==> src/rtl/great_circle_distance_macros.svh <==
// Assertion macros for the great-circle distance RTL.
`ifndef GREAT_CIRCLE_DISTANCE_MACROS_SVH
`define GREAT_CIRCLE_DISTANCE_MACROS_SVH

// Antecedent implies consequent in the same cycle.
`define GCD_ASSERT_IMPL(label, clk, rst_n, ante, cons) \
	label: assert property (@(posedge clk) disable iff (!rst_n) (ante) |-> (cons)) \
		else $error("great_circle_distance: check failed");

// Antecedent implies consequent in the next cycle.
`define GCD_ASSERT_NEXT(label, clk, rst_n, ante, cons) \
	label: assert property (@(posedge clk) disable iff (!rst_n) (ante) |=> (cons)) \
		else $error("great_circle_distance: check failed");

`endif

==> src/rtl/gcd_pkg.sv <==
`timescale 1ns / 1ps
package gcd_pkg;

	// Q30 working word: one sign bit, two integer bits of headroom, thirty fraction bits.
	typedef logic signed [32:0] cq_t;

	localparam logic signed [30:0] HALF_TURN = 31'sd188743680;
	localparam logic signed [30:0] FULL_TURN = 31'sd377487360;
	localparam logic signed [30:0] QUARTER_TURN = 31'sd94371840;

	// round(pi/180 * 2^42) split into a 5-bit upper part and a 32-bit lower part.
	localparam logic [4:0] DEG2RAD_HI = 5'd17;
	localparam logic [31:0] DEG2RAD_LO = 32'd3745948243;

	localparam cq_t CORDIC_GAIN = 33'sd652032874;
	localparam logic signed [33:0] PI_Q30 = 34'sd3373259426;
	localparam logic signed [33:0] ONE_Q30 = 34'sd1073741824;
	localparam logic [60:0] ONE_SQ = 61'd1 << 60;

	localparam int unsigned ROOT_BITS = 31;
	localparam logic [58:0] KM_HALF = 59'd2097152000;
	// ceil(2^38 / 125) in 16-bit halves: n / 125 is (n * this) >> 38 for any n below 2^31.
	localparam logic [15:0] KM_RECIP_HI = 16'h8312;
	localparam logic [15:0] KM_RECIP_LO = 16'h6E98;
	localparam logic [36:0] SAT_LIMIT = 37'd16777216000;
	localparam logic [23:0] OUT_MAX = 24'hFFFFFF;
	localparam logic [25:0] RADIUS_RESET = 26'd6378137;

	function automatic cq_t atan_q30(input logic [4:0] k);
		cq_t r;
		unique case (k)
			5'd0: r = 33'sh03243F6A8;
			5'd1: r = 33'sh01DAC6705;
			5'd2: r = 33'sh00FADBAFC;
			5'd3: r = 33'sh007F56EA6;
			5'd4: r = 33'sh003FEAB76;
			5'd5: r = 33'sh001FFD55B;
			5'd6: r = 33'sh000FFFAAA;
			5'd7: r = 33'sh0007FFF55;
			5'd8: r = 33'sh0003FFFEA;
			5'd9: r = 33'sh0001FFFFD;
			5'd10: r = 33'sh0000FFFFF;
			5'd11: r = 33'sh00007FFFF;
			5'd12: r = 33'sh00003FFFF;
			5'd13: r = 33'sh00001FFFF;
			5'd14: r = 33'sh00000FFFF;
			5'd15: r = 33'sh000007FFF;
			5'd16: r = 33'sh000003FFF;
			5'd17: r = 33'sh000001FFF;
			5'd18: r = 33'sh000000FFF;
			5'd19: r = 33'sh0000007FF;
			5'd20: r = 33'sh0000003FF;
			5'd21: r = 33'sh0000001FF;
			5'd22: r = 33'sh0000000FF;
			5'd23: r = 33'sh00000007F;
			5'd24: r = 33'sh00000003F;
			5'd25: r = 33'sh00000001F;
			5'd26: r = 33'sh00000000F;
			5'd27: r = 33'sh000000008;
			5'd28: r = 33'sh000000004;
			5'd29: r = 33'sh000000002;
			5'd30: r = 33'sh000000001;
			5'd31: r = 33'sh000000000;
			default: r = '0;
		endcase
		return r;
	endfunction

endpackage

==> src/rtl/gcd_isqrt.sv <==
`timescale 1ns / 1ps
// Floor square root of a 61-bit value, one result bit per stage, ROOT_BITS stages.
module gcd_isqrt import gcd_pkg::*; (
	input  logic        clk,
	input  logic [60:0] radicand,
	output logic [30:0] root
);

	logic [61:0] v_s [1:ROOT_BITS-1];
	logic [61:0] r_s [1:ROOT_BITS];

	for (genvar j = 0; j < ROOT_BITS; j++) begin : g_bit
		localparam logic [61:0] BIT = 62'd1 << (2 * (ROOT_BITS - 1 - j));
		logic [61:0] v_in;
		logic [61:0] r_in;
		logic        take;

		if (j == 0) begin : g_first
			assign v_in = {1'b0, radicand};
			assign r_in = '0;
		end else begin : g_next
			assign v_in = v_s[j];
			assign r_in = r_s[j];
		end

		assign take = v_in >= r_in + BIT;

		always_ff @(posedge clk) begin
			r_s[j+1] <= take ? (r_in >> 1) + BIT : r_in >> 1;
		end
		if (j < ROOT_BITS - 1) begin : g_rem
			always_ff @(posedge clk) begin
				v_s[j+1] <= take ? v_in - (r_in + BIT) : v_in;
			end
		end
	end

	assign root = r_s[ROOT_BITS][30:0];

endmodule
==> config.mk <==
export PLATFORM = sky130hd
export DESIGN_NAME = gcd_isqrt
export DESIGN_NICKNAME = d
export VERILOG_FILES = /design/src/rtl/great_circle_distance_macros.svh /design/src/rtl/gcd_pkg.sv /design/src/rtl/gcd_isqrt.sv
export SDC_FILE = /design/constraint.sdc
export NUM_CORES = 2
export LEC_CHECK = 0
export ABC_AREA = 0
export BUFFER_PORTS_ARGS = -buffer_cell sky130_fd_sc_hd__buf_2
export CORE_MARGIN = 5
export CORE_UTILIZATION = 55
export DETAILED_ROUTE_END_ITERATION = 12
export PLACE_DENSITY = 0.75
export SLEW_MARGIN = 20
export SYNTH_ARGS = -nofsm -noshare
export SYNTH_HDL_FRONTEND = slang
export SYNTH_SLANG_ARGS = --single-unit
==> constraint.sdc <==
create_clock -name clk -period 5 [get_ports clk]
set_clock_uncertainty 0.05 [all_clocks]
set_input_delay 0.5 -clock clk [delete_from_list [all_inputs] [get_ports clk]]
set_output_delay 0.5 -clock clk [all_outputs]
set_load 0.01 [all_outputs]
* Word level (Yosys, flattened, before mapping)
Memory sizes are Yosys's and may differ from the RTL's. Cells that the tools add are included. Widths: inputs -> output; s select.
Word-level totals: bits in registers 0, memory bits (writable) 3782, bits of input ports 62, output and inout port bits 31, logic and storage cells 184, memories 2
Operators by class: add/sub/neg operators 90, magnitude comparators 31, multiplexer cells 61
Memory list:
- r_s | depth 31, width 62, read ports 31, clocked after Yosys merged registers in 0, write ports 31, RTL line gcd_isqrt.sv:10 | logic [61:0] r_s [1:ROOT_BITS];
- v_s | depth 30, width 62, read ports 30, clocked after Yosys merged registers in 0, write ports 30, RTL line gcd_isqrt.sv:9 | logic [61:0] v_s [1:ROOT_BITS-1];
Operator list (number):
- $mux 62 | 60
- $ge 62x62->1 | 30
- $sub 62x62->62 | 29
- $add 61x1->62 const B | 1
- $add 61x11->62 const B | 1
- $add 61x13->62 const B | 1
- $add 61x15->62 const B | 1
- $add 61x17->62 const B | 1
- $add 61x19->62 const B | 1
- $add 61x21->62 const B | 1
- $add 61x23->62 const B | 1
- $add 61x25->62 const B | 1
- $add 61x27->62 const B | 1
- $add 61x29->62 const B | 1
- $add 61x3->62 const B | 1
- $add 61x31->62 const B | 1
- $add 61x33->62 const B | 1
- $add 61x35->62 const B | 1
- $add 61x37->62 const B | 1
- $add 61x39->62 const B | 1
- $add 61x41->62 const B | 1
- $add 61x43->62 const B | 1
- $add 61x45->62 const B | 1
- $add 61x47->62 const B | 1
- other kinds (42) | 42

* Depth between registers and ports, before layout
An unclocked memory read counts as a cell.
word-level depth 4, depth in mapped cells 14, depth with buffers taken out 12

* Least setup slack after synthesis
OpenSTA, ideal clock, no wires.
kind reg-to-reg, from memory r_s[24][25], to register v_s[3][110] (netlist name), library setup time 118 ps, arrival 2969 ps, data required time 4832 ps, slack 1863 ps, cell stages (with the launch flop) 13, buffers on the path 1, period minus slack after synthesis 3137 ps, cell sequence dfxtp_1 inv_1 ha_1 buf_2 nor4bb_1 nand4_1 or4_1 o311ai_1 nor2_1 nor4b_4 nand3_2 or3b_1 xnor2_1
RTL lines (RTL line):
- from (decl) | gcd_isqrt.sv:10

==> reports/metrics.cfg <==
[setup_path]
max_stage_delay_ns=0.56
cp_top_family=simple AND/OR/NAND/NOR gates
worst_setup_path_start_kind=flop
crit_chain=inv_1 -> ha_1 -> or4b_1 -> nor4_1 -> nand3_1 -> o211ai_1 -> nor4_4 -> buf_4 -> nor2b_1 -> o211ai_1 -> nor4_1 -> xor2_1
crit_fanout=42
worstPathArrival_ns=4.76
required_ns=5.68
setup.worst_path.class=reg -> reg
cpMaxStageDelayCell=nor4_1
endpoint_kind=flop
critPathBufInv=2

[clock_network]
cts_buffers=222
clock_latency_ns=0.88
clkTransAtPathRegs_ns=0.07
cts_tree=built
cts_setup_buffers=0
htree_levels=4
clock-sinks=2356
cts_buffer_depth=3
cts_resized=0
root_buffer=clkbuf_16
cts_hold_buf=61

[routing]
vias=65800
drcViolationCount=0
firstDrtPassIters=7
drt_iter0_markers=5071
routed_wl_um=226000
wire_per_inst_um=19.4
drtAntennaViolNets=0
vias_per_cell=5.66

[floorplan]
ioPinCount=93
start_util_pct=55.2
core_area_sq_um=162000
die_h_um=414
die_w_um=414
dieArea_sq_um=171000
fp-row-count=148

[layout]
drive_gt1_share_pct=7.30
area_delta_synth_final_pct=12.9
multi_input_area_sq_um=39500
fillCellCount=12900
final_area_sq_um=101000
seq_area_sq_um=47200
fin_util_pct=62.4
fin_nets=9832

[global_route]
grt_util_met3_pct=4.25
grt_first_pass_wirelength_um=354000
grt_max_degree=53
top_usage_layer=met2
grt_pass1_vias=64800
antenna_found_initial=8
grt_overflow=0
grtUsageMet2_pct=44.2
met1_usage_pct=33.8
grt_util_all_layers_pct=25.9

[synth]
syn_inst=9029
yosys.cell_types.count=115
avgSynthCellArea_sq_um=9.93
async_flop_share_pct=0
ys_ff_latch=2356
ys_seq_area_share_pct=52.6
synth-main-ff-cell=dfxtp_1
syn_area_sq_um=89700
synth_edf_count=0
ys_warn_count=0

[sta]
fin_ws_ns=0.924
slew_headroom_pct=13.3
hold_viol_final=0
timing.final.crit_share_pct=81.5
max_freq_mhz=245
fin_hold_ws_ns=0.202
timing_worst_slew_pin_value_ns=1.29
setup_viol=0
fin_tns_setup_ns=0
final-max-slew-violation-count=0
period_minus_slack_ns=4.08
rsz0062_at_grt=false

[power]
power_density_nw_per_um2=578
vdd_drop_max_v=0.000439
p_leak_nw=45.7

[place]
place_congestion=0.932
placed_area_sq_um=92400
preCtsSetupSlack_ns=0.939
io_buffer_count=92
dp_hpwl_um=172000

[run]
drv_cap=0

[hold_path]
min_path_type=in -> reg

[status]
status=finished clean

## Yosys cell counts, types with 15 or more instances
library cell  count  area, sq um
or3_1            82          513
nor2_1          613         2300
buf_2            22          110
dfxtp_1        2356        47200
nand2b_1        106          663
clkbuf_1        153          574
a21boi_0         18          135
a211o_1          15          131
nand4_1         152          951
o211ai_1         42          315
nand4b_1         27          236
and3_1           47          294
nor4_1          292         1830
nor2b_1          60          375
or2_2            33          206
nand2_1         607         2280
xor2_1          402         3520
o31a_1           17          149
mux2_2           64          721
a21oi_1         540         2700
xnor2_1         411         3600
and2_1           29          181
o21a_1           84          631
nand3_1         163          816
nor3_1          261         1310
ha_1            523         6540
nor3b_1          20          150
inv_1           640         2400
o22ai_1          16          100
a211oi_1         39          293
a21o_1          176         1320
a31oi_1          43          269
or4_1            57          428
a2111oi_0        17          149
nand3b_1         25          188
nor4b_1          46          403
o31ai_1          45          338
o21ai_0         448         2240
and4_1           18          158
o21bai_1         47          353
## sequential cells by signal, indices dropped and copies added (netlist names)
signal and cells:
r_s 496, v_s 1860
## layer usage
layer / part of all wire, % / routed length, um
met5: 0.012 / 27
met4: 2.8 / 6250
met3: 5.9 / 13400
met2: 48 / 108000
met1: 43 / 97900
## cells in the final DEF, fill, tap and decap left out, drive strengths merged, types with 44 or more instances in the layout
cell type / instances
ha: 523
xnor2: 411
o21ai: 454
dfxtp: 2356
xor2: 402
o31ai: 47
nor2: 613
a21oi: 542
and3: 47
nand4: 152
a21o: 176
nor4b: 47
buf: 120
or3: 84
nor3: 263
dlygate4sd3: 61
o21a: 84
o211ai: 44
inv: 645
mux2: 69
clkbuf: 295
nand3: 164
nand2: 608
clkinv: 67
nor2b: 61
nand2b: 107
nor4: 307
o21bai: 47
or4: 59
## stage by stage
| stage | cells | power (mW) |
|---|---|---|
| 2_1_floorplan | 9030 | 35.8 |
| 3_3_place_gp | 11100 | 39.9 |
| 3_5_place_dp | 11100 | 40.3 |
| 4_1_cts | 11600 | 58.5 |
| 5_1_grt | 11600 | 61.4 |
| 6_report | 11600 | 58.5 |
## final timing paths
check                                  start          end  slack, ns  cells past startpoint
worst min-delay path            radicand[22]   v_s[0][84]       0.20                      2
worst max register to register   r_s[20][23]  v_s[2][360]       0.92                     12
worst max-delay path             r_s[20][23]  v_s[2][360]       0.92                     12
worst min register to register   r_s[28][24]  r_s[29][23]       0.24                      0
## cell families (layout without fill, tap and decap cells)
logic type | Yosys count | in the layout | share of synthesized area [%]
adder cells (fa/ha/maj) | 523 | 523 | 7.30
buffers and inverters | 833 | 1246 | 3.55
multiplexers | 83 | 83 | 1.04
flip-flops | 2356 | 2356 | 52.6
other | 1 | 7 | 0.00418
AO/OA/AOI/OAI | 1712 | 1712 | 11.9
XOR/XNOR | 813 | 813 | 7.94
AND/OR/NAND/NOR | 2708 | 2708 | 15.7
## power breakdown
group          internal, mW  leakage, nW  total [mW]  switching [mW]
combinational          5.87         22.0        13.5            7.64
clock                  10.8         3.95        18.2            7.41
sequential             22.9         19.7        26.8            3.86
## layout make-up
cell class              instances  area share [%]
flip-flops and latches       2356            46.6
multi-input cells            5841            39.0
clock buffers                 294            6.10
well taps                    2175            2.69
inverters                     644            2.39
clock inverters               126            1.99
repair buffers                182            1.28
diodes                          5          0.0124
(Power assumes the default switching activity.)
